<file path="config.mk">
export PLATFORM = sky130hd
export DESIGN_NAME = ipid_interleave_alias_check_core
export DESIGN_NICKNAME = d
export VERILOG_FILES = /design/src/design/iiac_pkg.sv /design/src/design/iiac_pair_check.sv /design/src/design/ipid_interleave_alias_check_core.sv
export SDC_FILE = /design/constraint.sdc
export NUM_CORES = 1
export LEC_CHECK = 0
export BUFFER_PORTS_ARGS = -buffer_cell sky130_fd_sc_hd__buf_2
export CORE_MARGIN = 8
export CORE_UTILIZATION = 25
export CTS_BUF_LIST = sky130_fd_sc_hd__clkbuf_4 sky130_fd_sc_hd__clkbuf_8
export DETAILED_ROUTE_END_ITERATION = 10
export MAX_ROUTING_LAYER = met4
export PLACE_DENSITY = 0.44
export SLEW_MARGIN = 20
export SYNTH_ARGS = -nofsm -noshare
export SYNTH_HDL_FRONTEND = slang
export SYNTH_SLANG_ARGS = --single-unit
</file>
<file path="constraint.sdc">
create_clock -name clk_i -period 5.92 [get_ports clk_i]
set_clock_uncertainty 0.2 [all_clocks]
set_input_delay 1.184 -clock clk_i [delete_from_list [all_inputs] [get_ports clk_i]]
set_output_delay 1.184 -clock clk_i [all_outputs]
set_load 0.01 [all_outputs]
</file>
<file path="src/design/iiac_pkg.sv">
// iiac_pkg: shared types and constants for the ip-id interleave alias check
// used by iiac_pair_check and ipid_interleave_alias_check_core
// no dependencies

package iiac_pkg;

  localparam int unsigned IdentW   = 16;
  localparam int unsigned TokenW   = 32;
  localparam int unsigned CountW   = 2;
  localparam int unsigned PaddrW   = 3;
  localparam int unsigned PdataW   = 32;

  // top of the ip-id counter range used in the rollover gap
  localparam logic [IdentW-1:0] RollTop = 16'hFFFF;

  localparam logic [IdentW-1:0] MaxDiffReset = 16'd200;

  // register indices (byte address / 4)
  localparam logic [PaddrW-3:0] RegMaxDiff = 1'b0;

  typedef enum logic [1:0] {
    VERDICT_ACCEPTED    = 2'd0,
    VERDICT_REJECTED    = 2'd1,
    VERDICT_NO_SEQUENCE = 2'd2
  } verdict_e;

  // outcome of one ordered (earlier, later) ip-id check
  typedef struct packed {
    logic roll;  // counted as a rollover
    logic rej;   // gap too large, pair rejected
  } pair_res_t;

  function automatic logic [CountW-1:0] sat_add(input logic [CountW-1:0] cnt,
                                               input logic [CountW-1:0] inc);
    logic [CountW:0] sum;
    sum = {1'b0, cnt} + {1'b0, inc};
    return sum[CountW] ? {CountW{1'b1}} : sum[CountW-1:0];
  endfunction

endpackage

</file>
<file path="src/design/iiac_pair_check.sv">
// iiac_pair_check: checks one ordered pair of ip-ids for order or rollover
// depends on iiac_pkg

module iiac_pair_check (
  input  logic [iiac_pkg::IdentW-1:0] earlier_i,
  input  logic [iiac_pkg::IdentW-1:0] later_i,
  input  logic [iiac_pkg::IdentW-1:0] max_diff_i,
  output iiac_pkg::pair_res_t         res_o
);

  logic                      out_of_order;
  logic [iiac_pkg::IdentW:0] gap;

  assign out_of_order = earlier_i > later_i;
  // wrap gap across the top of the counter
  assign gap = {1'b0, iiac_pkg::RollTop - earlier_i} + {1'b0, later_i};

  assign res_o.rej  = out_of_order && (gap > {1'b0, max_diff_i});
  assign res_o.roll = out_of_order && !(gap > {1'b0, max_diff_i});

endmodule

</file>
<file path="src/design/ipid_interleave_alias_check_core.sv">
// ipid_interleave_alias_check_core: top level of the ip-id alias checker
// depends on iiac_pkg and iiac_pair_check
// flow: a round is evaluated while it sits in the input register; its verdict
//   (last round only) then goes into the result register when that can take it
// throughput: one round per cycle unless a last round waits on the result register;
//   the evaluation stage between the two does one subtract and compare per pair check
// reset: pair state and counters cleared, max_diff back to 200, no verdict

module ipid_interleave_alias_check_core (
  input  logic                        clk_i,
  input  logic                        rst_ni,
  // configuration port
  input  logic                        psel_i,
  input  logic                        penable_i,
  input  logic                        pwrite_i,
  input  logic [iiac_pkg::PaddrW-1:0] paddr_i,
  input  logic [iiac_pkg::PdataW-1:0] pwdata_i,
  output logic [iiac_pkg::PdataW-1:0] prdata_o,
  output logic                        pready_o,
  // probe round channel
  input  logic                        in_valid_i,
  output logic                        in_ready_o,
  input  logic                        first_round_i,
  input  logic                        last_round_i,
  input  logic                        has_data_a_i,
  input  logic                        has_data_b_i,
  input  logic [iiac_pkg::TokenW-1:0] token_a_i,
  input  logic [iiac_pkg::TokenW-1:0] token_b_i,
  input  logic [iiac_pkg::IdentW-1:0] ident_a_i,
  input  logic [iiac_pkg::IdentW-1:0] ident_b_i,
  // verdict channel
  output logic                        out_valid_o,
  input  logic                        out_ready_i,
  output logic [1:0]                  verdict_o
);

  // ---------------------------------------------------------------------
  // configuration register
  // ---------------------------------------------------------------------
  logic [iiac_pkg::IdentW-1:0]   max_diff_q;
  logic                          cfg_wr;
  logic                          cfg_hit;

  assign pready_o = 1'b1;
  assign cfg_hit  = paddr_i[iiac_pkg::PaddrW-1:2] == iiac_pkg::RegMaxDiff;
  assign cfg_wr   = psel_i && penable_i && pwrite_i && cfg_hit;

  always_ff @(posedge clk_i or negedge rst_ni) begin
    if (!rst_ni) begin
      max_diff_q <= iiac_pkg::MaxDiffReset;
    end else if (cfg_wr) begin
      max_diff_q <= pwdata_i[iiac_pkg::IdentW-1:0];
    end
  end

  // reads of unmapped addresses return zero
  always_comb begin
    prdata_o = '0;
    if (cfg_hit) begin
      prdata_o = {{(iiac_pkg::PdataW - iiac_pkg::IdentW){1'b0}}, max_diff_q};
    end
  end

  // ---------------------------------------------------------------------
  // input register stage
  // ---------------------------------------------------------------------
  logic                        stg_valid_q;
  logic                        stg_first_q;
  logic                        stg_last_q;
  logic                        stg_has_a_q;
  logic                        stg_has_b_q;
  logic                        stg_a_first_q;  // token order, resolved early
  logic [iiac_pkg::IdentW-1:0] stg_id_a_q;
  logic [iiac_pkg::IdentW-1:0] stg_id_b_q;

  logic in_fire;
  logic stg_fire;
  logic out_load_ok;

  // result register can take a verdict when empty or being drained
  assign out_load_ok = !out_valid_o || out_ready_i;
  // rounds that give no verdict retire regardless of the output side
  assign stg_fire    = stg_valid_q && (!stg_last_q || out_load_ok);
  assign in_ready_o  = !stg_valid_q || stg_fire;
  assign in_fire     = in_valid_i && in_ready_o;

  always_ff @(posedge clk_i or negedge rst_ni) begin
    if (!rst_ni) begin
      stg_valid_q <= 1'b0;
    end else if (in_ready_o) begin
      stg_valid_q <= in_valid_i;
    end
  end

  always_ff @(posedge clk_i) begin
    if (in_fire) begin
      stg_first_q   <= first_round_i;
      stg_last_q    <= last_round_i;
      stg_has_a_q   <= has_data_a_i;
      stg_has_b_q   <= has_data_b_i;
      // equal tokens count as b probed first
      stg_a_first_q <= token_a_i < token_b_i;
      stg_id_a_q    <= ident_a_i;
      stg_id_b_q    <= ident_b_i;
    end
  end

  // ---------------------------------------------------------------------
  // pair state
  // ---------------------------------------------------------------------
  logic [iiac_pkg::IdentW-1:0] prev_ident_a_q, prev_ident_a_d;
  logic [iiac_pkg::IdentW-1:0] prev_ident_b_q, prev_ident_b_d;
  logic [iiac_pkg::CountW-1:0] order_rollovers_q, order_rollovers_d;
  logic [iiac_pkg::CountW-1:0] cross_rollovers_q, cross_rollovers_d;
  logic                        rejected_flag_q, rejected_flag_d;
  logic                        data_present_q, data_present_d;

  // ---------------------------------------------------------------------
  // evaluation: pass one (within round) and pass two (crosswise)
  // ---------------------------------------------------------------------
  logic [iiac_pkg::IdentW-1:0] ord_earlier;
  logic [iiac_pkg::IdentW-1:0] ord_later;
  iiac_pkg::pair_res_t         ord_res;
  iiac_pkg::pair_res_t         cross_ab_res;  // prev a against this b
  iiac_pkg::pair_res_t         cross_ba_res;  // prev b against this a

  assign ord_earlier = stg_a_first_q ? stg_id_a_q : stg_id_b_q;
  assign ord_later   = stg_a_first_q ? stg_id_b_q : stg_id_a_q;

  iiac_pair_check u_ord_check (
    .earlier_i  (ord_earlier),
    .later_i    (ord_later),
    .max_diff_i (max_diff_q),
    .res_o      (ord_res)
  );

  iiac_pair_check u_cross_ab_check (
    .earlier_i  (prev_ident_a_q),
    .later_i    (stg_id_b_q),
    .max_diff_i (max_diff_q),
    .res_o      (cross_ab_res)
  );

  iiac_pair_check u_cross_ba_check (
    .earlier_i  (prev_ident_b_q),
    .later_i    (stg_id_a_q),
    .max_diff_i (max_diff_q),
    .res_o      (cross_ba_res)
  );

  logic [iiac_pkg::CountW-1:0] order_base;
  logic [iiac_pkg::CountW-1:0] cross_base;
  logic [iiac_pkg::CountW-1:0] cross_inc;
  logic                        rej_base;
  logic                        cross_on;
  iiac_pkg::verdict_e          verdict;

  always_comb begin
    // a first round starts a fresh pair
    order_base = stg_first_q ? '0 : order_rollovers_q;
    cross_base = stg_first_q ? '0 : cross_rollovers_q;
    rej_base   = stg_first_q ? 1'b0 : rejected_flag_q;
    // no previous round to cross-check against on a first round
    cross_on   = !stg_first_q;
    cross_inc  = {1'b0, cross_ab_res.roll} + {1'b0, cross_ba_res.roll};

    data_present_d    = stg_first_q ? (stg_has_a_q && stg_has_b_q) : data_present_q;
    order_rollovers_d = iiac_pkg::sat_add(order_base, {1'b0, ord_res.roll});
    cross_rollovers_d = cross_on ? iiac_pkg::sat_add(cross_base, cross_inc)
                                 : cross_base;

    rejected_flag_d = rej_base
                   || ord_res.rej
                   || (order_rollovers_d > 2'd1)
                   || (cross_on && (cross_ab_res.rej || cross_ba_res.rej))
                   || (cross_on && (cross_rollovers_d > 2'd2));

    prev_ident_a_d = stg_id_a_q;
    prev_ident_b_d = stg_id_b_q;

    if (!data_present_d) begin
      verdict = iiac_pkg::VERDICT_NO_SEQUENCE;
    end else if (rejected_flag_d) begin
      verdict = iiac_pkg::VERDICT_REJECTED;
    end else begin
      verdict = iiac_pkg::VERDICT_ACCEPTED;
    end
  end

  always_ff @(posedge clk_i or negedge rst_ni) begin
    if (!rst_ni) begin
      prev_ident_a_q    <= '0;
      prev_ident_b_q    <= '0;
      order_rollovers_q <= '0;
      cross_rollovers_q <= '0;
      rejected_flag_q   <= 1'b0;
      data_present_q    <= 1'b0;
    end else if (stg_fire) begin
      prev_ident_a_q    <= prev_ident_a_d;
      prev_ident_b_q    <= prev_ident_b_d;
      order_rollovers_q <= order_rollovers_d;
      cross_rollovers_q <= cross_rollovers_d;
      rejected_flag_q   <= rejected_flag_d;
      data_present_q    <= data_present_d;
    end
  end

  // ---------------------------------------------------------------------
  // result register: verdict transaction on the last round
  // ---------------------------------------------------------------------
  logic       out_valid_q;
  logic [1:0] verdict_q;
  logic       out_load;

  assign out_load = stg_fire && stg_last_q;

  always_ff @(posedge clk_i or negedge rst_ni) begin
    if (!rst_ni) begin
      out_valid_q <= 1'b0;
    end else if (out_load_ok) begin
      out_valid_q <= out_load;
    end
  end

  always_ff @(posedge clk_i) begin
    if (out_load) begin
      verdict_q <= verdict;
    end
  end

  assign out_valid_o = out_valid_q;
  assign verdict_o   = verdict_q;

endmodule
</file>
==> results.md, run 1 <==
Synth:
- Among all cell types in the netlist, the one instantiated most often is sky130_fd_sc_hd__ha_1.
- The leading register cell type out of synthesis is sky130_fd_sc_hd__dfrtp_1.
- The flip-flop and latch count after synthesis is 95.
- The share of synthesized area in the top cell type comes to 19.7%.
- The count of cell types in the netlist is 75.
- The count of synthesis-stage warnings from yosys is 0.
- The fraction of registers with async set/reset is 58.9%.
- The cell count after synthesis came out at 1072.
- For this run, the register share of the synthesized area comes to 27.9%.
- After synthesis, the cell types taking the most area are sky130_fd_sc_hd__ha_1 20%, sky130_fd_sc_hd__dfrtp_1 14%, sky130_fd_sc_hd__edfxtp_1 13%, sky130_fd_sc_hd__inv_1 4.9%, sky130_fd_sc_hd__o21ai_0 4.5%.
- The library cell with the largest summed area after synthesis is sky130_fd_sc_hd__ha_1.
- Counting instances in the post-synthesis netlist gives the leading cell types as 145 x sky130_fd_sc_hd__ha_1, 121 x sky130_fd_sc_hd__inv_1, 84 x sky130_fd_sc_hd__nand2_1.
- The post-synthesis instance area is 0.00923 mm^2.
- After synthesis, the mean cell area works out to 8.61 um^2.
- Yosys mapped a number of flops with a built-in enable equal to 39.

Layout:
- The fill cell total of the finished layout is 3929.
- After routing the design area is 0.0110 mm^2.
- The growth of design area from synthesis to finish is 19.0%.
- In the final layout, the share of cells above drive strength 1 is 21.2%.
- Summing all flip-flop and latch instances after layout gives 0.00258 mm^2.
- In the final layout, the multi-input gates occupy 0.00601 mm^2.
- The net count of the finished layout is 1536.
- The antenna diode instance count is 0.

Route:
- After detailed routing, the number of vias per cell comes to 4.68.
- The count of nets left with antenna violations after detail routing is 0.
- Across all layers, the routed design uses 8046 vias.
- The routed design has 27.5 mm of wire.
- After detailed routing, the average wire length per cell comes to 16.0 um.
- The number of search-and-repair iterations in the first detailed-routing pass is 5.
- The remaining design rule violation count is 0.
- The number of DRC violations after detailed-routing iteration 0 is 423.

Run status:
- The run finished with clean final reports.

Power:
- Across the VDD grid, the largest voltage drop is 0.000108 V.
- The static leakage power is 5.30 nW.
- The power per unit of standard cell area is 238 mW/mm^2.

Die:
- The number of primary I/O pins is 179.
- The floorplan row count is 70.
- The die is 208 um wide.
- After floorplanning, the core was sized to cover 0.0365 mm^2.
- The floorplan step defined a die boundary enclosing 0.0433 mm^2.
- The height of the die is 208 um.
- Once the floorplan was initialized, standard cells occupied 25.3% of the core.

GRT:
- Entering global routing, the biggest net connects 71 pins.
- The total overflow reported by the global router is 0.
- In the global route stage, overall resource usage came out at 13.0%.
- The via count of the first global-routing pass is 8093.
- The number of antenna violations at the first check in global routing is 0.
- The global-route wire length before repair is 43.3 mm.

Timing:
- The hold violation count in the final report came to 0.
- The number of endpoints failing setup at the final stage is 0.
- Static timing analysis puts the maximum clock frequency at 180 MHz.
- The final-report max-slew violation count is 0.
- The fraction of the cycle the final worst path needs is 93.7%.
- At the pin with the least slew margin, the transition time is 853 ps.
- The relative slew slack is 42.8%.
- The final-layout worst hold slack is 280 ps.
- Counting I/O delays and the setup requirement, the final critical path takes 5550 ps.

Placement:
- In this run the tool buffered the top-level ports with 143 buffer cells.
- At the end of routability-driven placement, the weighted congestion stood at 0.857.
- Once placement finished, the instance area stood at 0.0107 mm^2.
- The total half-perimeter wirelength after legalization and detailed placement is 22.5 mm.

Clocking:
- The number of buffers inserted during clock tree synthesis is 9.
- The number of hold buffers added after cts is 0.
- The H-tree was split into 3 levels.
- The clock net in this run drives a total of 95 sinks.
- The CTS tree is yes.
- The clock reaches the later pin of the worst-skew pair after 410 ps.
- The maximum root-to-sink buffer count is 2.
- The cell at the root of the clock tree is sky130_fd_sc_hd__clkbuf_8.
- After clock tree synthesis, the clock-pin slew on the worst setup and hold paths is 90 ps.

Setup path:
- At the worst endpoint, the arrival time is 5500 ps.
- The required time of the critical path is 5870 ps.
- The kind of capture point of the worst setup path is a flop.
- The critical path starts at prev_ident_b_d[3].
- The kind of start point of the critical path is a flop.
- The category of the most critical setup path is reg2reg.
- The launch point of the worst reg-to-reg path is prev_ident_b_d[3].
- Along the worst path, the maximum fanout reaches 4.

Hold path:
- In this run the worst hold path is classified as reg2reg.
- The startpoint of the tightest hold check path is cross_rollovers_q[0].

Run:
- The count of max-cap constraint violations is 0.
==> critical path, cell delays in order, from the launching register on <==
cell and delay [ps]:
sky130_fd_sc_hd__edfxtp_1 520, sky130_fd_sc_hd__buf_4 210, sky130_fd_sc_hd__xnor2_2 240, sky130_fd_sc_hd__nand3b_1 130
sky130_fd_sc_hd__or4_1 520, sky130_fd_sc_hd__o211a_1 270, sky130_fd_sc_hd__nor3_2 270, sky130_fd_sc_hd__a31oi_2 190
sky130_fd_sc_hd__o41ai_2 390, sky130_fd_sc_hd__xor2_1 120, sky130_fd_sc_hd__ha_1 330, sky130_fd_sc_hd__nand4_1 210
sky130_fd_sc_hd__nor4_4 360, sky130_fd_sc_hd__o21ai_0 210, sky130_fd_sc_hd__a21o_1 230, sky130_fd_sc_hd__o221ai_1 70
sky130_fd_sc_hd__a211o_1 250, sky130_fd_sc_hd__nor2b_1 80, sky130_fd_sc_hd__ha_1 230, sky130_fd_sc_hd__a21oi_1 170
sky130_fd_sc_hd__a21oi_1 90
==> final timing paths <==
kind	slack [ps]	end	cells past startpoint
setup / recovery	370	verdict_o[0]	20
min in group asynchronous	760	prev_ident_a_q[14]	2
hold reg to reg	280	cross_rollovers_q[0]	2
setup reg to reg	370	verdict_o[0]	20
max in group asynchronous	4200	rejected_flag_q	2
hold / removal	280	cross_rollovers_q[0]	2
==> report_power, final <==
part           total, W  internal (W)  switching (W)
combinational   0.00133      0.000587       0.000738
sequential     0.000834      0.000774      0.0000602
clock          0.000459      0.000209       0.000250
==> layer usage <==
| metal | wire, um | GRT usage, % |
|---|---|---|
| met1 | 14000 | 17.7 |
| met2 | 11900 | 19.6 |
| met3 | 1380 | 2.54 |
| met4 | 278 | 2.77 |
| met5 | 0 | - |
==> repair_timing <==
item | in CTS | in global routing
setup buffers | 0 | 2
endpoints found under the setup margin | 1 | 3
pin swaps | 1 | 7
resized for setup | 2 | 16
==> flip-flops by register name, indices dropped and copies added (netlist names) <==
| register | count |
|---|---|
| max_diff_q | 16 |
| prev_ident_a_d | 16 |
| prev_ident_a_q | 16 |
| prev_ident_b_d | 16 |
| prev_ident_b_q | 16 |
| cross_rollovers_q | 2 |
| order_rollovers_q | 2 |
| verdict_o | 2 |
| data_present_q | 1 |
| out_valid_o | 1 |
| rejected_flag_q | 1 |
| stg_a_first_q | 1 |
| stg_first_q | 1 |
| stg_has_a_q | 1 |
| stg_has_b_q | 1 |
| stg_last_q | 1 |
| stg_valid_q | 1 |
==> stage by stage <==
stage | setup WS (ps) | std cells | TNS, ps | total power (W) | util [%]
4_1_cts | 17.5 | 1716 | 0 | 0.00264 | 29.8
6_report | 374 | 1719 | 0 | 0.00262 | 30.1
5_1_grt | -15.9 | 1719 | -17.9 | 0.00287 | 30.1
2_1_floorplan | 311 | 1087 | 0 | 0.00173 | -
3_3_place_gp | 25.3 | 1700 | 0 | 0.00214 | 29.2
3_5_place_dp | 1.96 | 1700 | 0 | 0.00215 | 29.2
==> layout make-up <==
| class | count | area share [%] |
|---|---|---|
| tap | 468 | 5.33 |
| clock inverter | 4 | 0.422 |
| clock buffer | 12 | 1.33 |
| sequential | 95 | 23.5 |
| inverter | 122 | 4.17 |
| timing repair buffer | 199 | 10.5 |
| multi-input combinational | 819 | 54.8 |
==> cells by family (layout without fill, tap and decap cells) <==
kind of cell | after synthesis | count (layout) | synth area share [%]
multiplexers | 18 | 18 | 2.17
other | 2 | 17 | 0.0814
AO/OA/AOI/OAI | 295 | 295 | 20.6
AND/OR/NAND/NOR | 289 | 289 | 15.5
flip-flops | 95 | 95 | 27.9
buffers and inverters | 173 | 337 | 8.31
XOR/XNOR | 48 | 48 | 4.64
adder cells (fa/ha/maj) | 152 | 152 | 20.7
==> cells in the final DEF, fill, tap and decap left out, types with 9 or more instances in the layout <==
cell type / instances
sky130_fd_sc_hd__o211ai_1: 11
sky130_fd_sc_hd__buf_4: 55
sky130_fd_sc_hd__nor3_1: 11
sky130_fd_sc_hd__nand4_1: 21
sky130_fd_sc_hd__a21o_1: 28
sky130_fd_sc_hd__nor2_1: 60
sky130_fd_sc_hd__a21oi_1: 71
sky130_fd_sc_hd__clkbuf_8: 9
sky130_fd_sc_hd__nand2_1: 84
sky130_fd_sc_hd__conb_1: 17
sky130_fd_sc_hd__ha_1: 145
sky130_fd_sc_hd__a211oi_1: 12
sky130_fd_sc_hd__inv_1: 121
sky130_fd_sc_hd__o21ai_0: 79
sky130_fd_sc_hd__dfrtp_1: 53
sky130_fd_sc_hd__buf_2: 143
sky130_fd_sc_hd__mux2_2: 16
sky130_fd_sc_hd__nand2b_1: 26
sky130_fd_sc_hd__nand3_1: 25
sky130_fd_sc_hd__xnor2_1: 34
sky130_fd_sc_hd__nor2b_1: 22
sky130_fd_sc_hd__a211o_1: 9
sky130_fd_sc_hd__xor2_1: 13
sky130_fd_sc_hd__o21a_1: 9
sky130_fd_sc_hd__edfxtp_1: 39
Power figures use the tool's default switching activity.
==> run 2, diff against run 1 <==
--- a/config.mk
+++ b/config.mk
@@ -5,6 +5,7 @@
 export SDC_FILE = /design/constraint.sdc
 export NUM_CORES = 1
 export LEC_CHECK = 0
+export ABC_AREA = 1
 export BUFFER_PORTS_ARGS = -buffer_cell sky130_fd_sc_hd__buf_2
 export CORE_MARGIN = 8
 export CORE_UTILIZATION = 25
==> run 2 against run 1 <==
Compared with the run above:
- final cell count grew 4.8%
- die area is 1.2% lower
- synthesized area fell by 1.3%
- sequential share of layout area grew 1.2 points
- sequential power is 0.6% higher
- combinational power about the same
- register-to-register slack improved by 340 ps
- global-route usage shrank 0.24 points
- utilization is 1.3 points lower
- total power is 1.7% lower
- non-clock buffer count down 51
- critical endpoint unchanged
==> results.md, run 2 <==
Setup path:
- The reg-to-reg setup timing slack is 710 ps (+340 ps).
- The critical path buffer and inverter count was 2 (+1).
- The delay of the slowest cell on the worst path was 510 ps (about the same).
- The required time of the critical path came to 5870 ps (about the same).
- The critical path starts at prev_ident_a_d[3].
- Grouping stages by cell kind, the critical path spends the most delay in compound AO/OA/AOI/OAI gates.
- The launch point of the worst reg-to-reg path is prev_ident_a_d[3].
- The largest individual stage delay along the critical path comes from the cell sky130_fd_sc_hd__fa_1.
- STA classifies the critical path endpoint as a flop.
- Walking the worst path, the cells encountered are inv_1 > ha_1 > nand2_1 > inv_1 > nand2_1 > nand2_1 > nand2_1 > nand2_1 > a31oi_1 > o21ai_0 > a21oi_1 > xnor2_1 > ha_1 > nand4_1 > nor4_1 > nand3_1 > a21boi_0 > fa_1 > a31o_2 > nand2_1 > nand4_1 > a21oi_2 > a21oi_1.
- The kind of start point of the critical path is a flop.
- The total stage count of the critical path is 23 (+15%).
- Among the stages of the critical path, the cell type that occurs most often is sky130_fd_sc_hd__nand2_1.
- The timing endpoint of the critical path is verdict_o[0].
- The largest driver fanout on the critical path is 5 (+1).
- The worst reg2reg path endpoint is verdict_o[0].
- By startpoint and endpoint, the worst setup path is classified as reg2reg.
- The number of cell instances on the worst register-to-register path is 23 (+15%).
- The arrival time reported for the critical path endpoint is 5160 ps (-340 ps).

Synth:
- The fraction of registers with async set/reset came to 58.9% (unchanged).
- By area, the combinational part of the netlist is dominated by adder cells.
- Sorting the synthesized cells by how often they occur yields 228 x sky130_fd_sc_hd__nand2_1, 194 x sky130_fd_sc_hd__inv_1, 145 x sky130_fd_sc_hd__ha_1.
- The count of flip-flops with a built-in enable after synthesis is 39 (unchanged).
- The compound-gate portion of the synthesized area is 15.9% (-4.7 points).
- The post-synthesis instance area is 0.00911 mm^2 (-1.3%).
- The top-area cell type share of the netlist area is 19.9% (+0.26 points).
- For this run, the leading register cell type out of synthesis is sky130_fd_sc_hd__dfrtp_1.
- The count of synthesis-stage warnings from yosys is 0 (unchanged).
- The flip-flop and latch count after synthesis is 95 (unchanged).
- The adder and majority cell fraction of the synthesized area is 20.6% (-0.17 points).
- The count of cell types in the netlist came to 51 (-32%).
- The simple-gate portion of the synthesized area is 18.5% (+3.0 points).
- Yosys instantiated no cell more often than sky130_fd_sc_hd__nand2_1.
- The xor-xnor portion of the synthesized cell area is 5.56% (+0.93 points).
- The sequential element share of the synthesized area was 28.3% (+0.36 points).
- The synthesized design spends more area on one cell type than any other, namely sky130_fd_sc_hd__ha_1.
- The average instance area after synthesis is 7.65 um^2 (-11%).
- The count of mapped cells out of synthesis is 1190 (+11%).
- After synthesis, the cell types taking the most area are sky130_fd_sc_hd__ha_1 20%, sky130_fd_sc_hd__dfrtp_1 15%, sky130_fd_sc_hd__edfxtp_1 13%, sky130_fd_sc_hd__nand2_1 9.4%, sky130_fd_sc_hd__inv_1 8.0%.
- The share of cell area taken by muxes after synthesis came to 0% (-2.2 points).

Route:
- The mean routed wirelength per cell was 14.5 um (-9.7%).
- The number of DRC violations after detailed-routing iteration 0 is 452 (+6.9%).
- The average vias per placed instance is 4.37 (-6.7%).
- The routed wire length on met3 is 1.10 mm (-20%).
- The number of search-and-repair iterations in the first detailed-routing pass was 5 (unchanged).
- The detailed-route wire length on metal 1 came to 13.8 mm (-1.4%).
- The count of nets left with antenna violations after detail routing is 0 (unchanged).
- The remaining design rule violation count came to 0 (unchanged).
- The sum of met2 wire segment lengths after detailed routing is 11.0 mm (-8.0%).
- The via count is 7863 (-2.3%).
- The top routing layer in use is met4.
- The overall routed net length is 26.1 mm (-5.4%).

GRT:
- The global-route wire length before repair is 41.4 mm (-4.4%).
- The overall fraction of global-route tracks in use was 12.7% (-0.24 points).
- The largest net degree at the start of global routing is 66 (-7.0%).
- The via count of the first global-routing pass is 7973 (-1.5%).
- The number of antenna violations at the first check in global routing is 1 (+1).
- The total overflow reported by the global router is 0 (unchanged).

Power:
- The static leakage power is 5.41 nW (+2.1%).
- The power per unit of standard cell area came to 247 mW/mm^2 (+3.5%).
- The largest voltage drop on the vdd net is 0.000100 V (-7.4%).
- The total power after layout is 0.00257 W (-1.7%).

Placement:
- The routability congestion estimate from global placement is 0.858 (about the same).
- The total of buffers placed on input and output ports is 143 (unchanged).
- The total half-perimeter wirelength after legalization and detailed placement is 22.2 mm (-1.4%).
- The setup slack after placement is 757 ps (+755 ps).

Hold path:
- The worst hold path belongs to the class reg2reg.

Clocking:
- The number of hold buffers added after cts was 0 (unchanged).
- The CTS sink count is 95 (unchanged).
- The count of instances resized after the clock tree is built came to 0 (-2).
- The maximum level of the CTS H-tree is 3 (unchanged).
- The clock insertion delay at the later pin of the skew report was 400 ps (about the same).
- The setup fix buffers added after clock tree synthesis came to 0 (unchanged).
- The number of buffers inserted during clock tree synthesis is 9 (unchanged).
- The root buffer cell chosen for the clock tree is sky130_fd_sc_hd__clkbuf_8.
- The maximum root-to-sink buffer count is 2 (unchanged).
- The clock slew at the register clock pins of the worst setup and hold paths came to 100 ps (about the same).
- TritonCTS built the clock tree.

Timing:
- The hold violation count in the final report is 0 (unchanged).
- The upper clock frequency limit is 192 MHz (+6.5%).
- The setup TNS after final layout is 0 ps (unchanged).
- The fraction of the cycle the final worst path needs is 88.0% (-5.7 points).
- The worst path setup slack after routing is 712 ps (+338 ps).
- The post-layout minimum cycle time is 5210 ps (-338 ps).
- The number of endpoints failing setup at the final stage was 0 (unchanged).
- The final-report max-slew violation count was 0 (unchanged).
- The transition time of the tightest slew-check pin is 859 ps (+6.47 ps).
- The relative slew slack is 42.6% (-0.21 points).
- Setup repair after global routing left no endpoint under its margin.

Layout:
- The library cell used most frequently in the layout, excluding fill and tap cells, is sky130_fd_sc_hd__nand2_1.
- The area growth from synthesis to layout is 14.5%.
- In the layout the commonest cells are 227 x sky130_fd_sc_hd__nand2_1, 193 x sky130_fd_sc_hd__inv_1, 145 x sky130_fd_sc_hd__ha_1, 143 x sky130_fd_sc_hd__buf_2, 101 x sky130_fd_sc_hd__a21oi_1.
- The layout cell share with drive strength beyond 1 came to 15.0% (-6.2 points).
- The share of the core filled with cells is 28.8% (-1.3 points).
- The net count reported at finish was 1617 (+5.3%).

Die:
- The core area is 0.0363 mm^2 (-0.72%).
- The overall die area came to 0.0428 mm^2 (-1.2%).
- The horizontal extent of the die came to 207 um (-0.60%).
- The number of primary I/O pins is 179 (unchanged).
- The height of the die is 207 um (-0.60%).
- The floorplan row count is 70 (unchanged).
- The effective utilization at floorplan is 25.1% (-0.14 points).

Run:
- The count of max-cap constraint violations came to 0 (unchanged).

Run status:
- The run finished with clean final reports.
run 2: worst min-delay path by stage:
stage               cells past startpoint               to       startpoint  slack, ps
floorplan                               2  rejected_flag_q  rejected_flag_q        250
global placement                        2  rejected_flag_q  rejected_flag_q        270
detailed placement                      2  rejected_flag_q  rejected_flag_q        270
CTS                                     2  rejected_flag_q  rejected_flag_q        300
global route                            2  rejected_flag_q  rejected_flag_q        320
finish                                  2  rejected_flag_q  rejected_flag_q        290
run 2: metal layers:
metal	up-vias	GRT usage [%]
li1	4166	-
met3	14	2.06
met4	0	2.48
met2	173	19.4
met5	-	-
met1	3510	17.6
run 2: where the power goes:
group          switching, W  internal (W)
registers         0.0000635      0.000776
logic              0.000812      0.000503
clock network      0.000246      0.000175
total               0.00112       0.00145
run 2: cells by family after synthesis:
group,count (synthesis)
xor+xnor,57
compound gates,254
flops,95
simple gates,402
buf+inv,232
other cells,2
fa+ha+maj,148
run 2: final cells by class:
class	instances	area, um^2
sequential	95	2580
clock inverter	5	31.3
timing repair buffer	148	761
clock buffer	11	151
fill	4024	25800
antenna	1	2.50
multi-input combinational	878	5590
tap	468	586
inverter	195	732
run 2: worst min-delay path: cells and delay by family (launching register included):
kind | cells | cell delay [ps]
DFF | 1 | 350
and+or+nand+nor | 2 | 120
run 2: through the flow:
step                      hold WS, ps  cell area (um^2)  std cells
after global routing              322             10400       1801
after CTS                         300             10400       1800
after detailed placement          275             10200       1784
after global placement            267             10200       1783
final                             293             10400       1801
after floorplan                   249              9170       1205
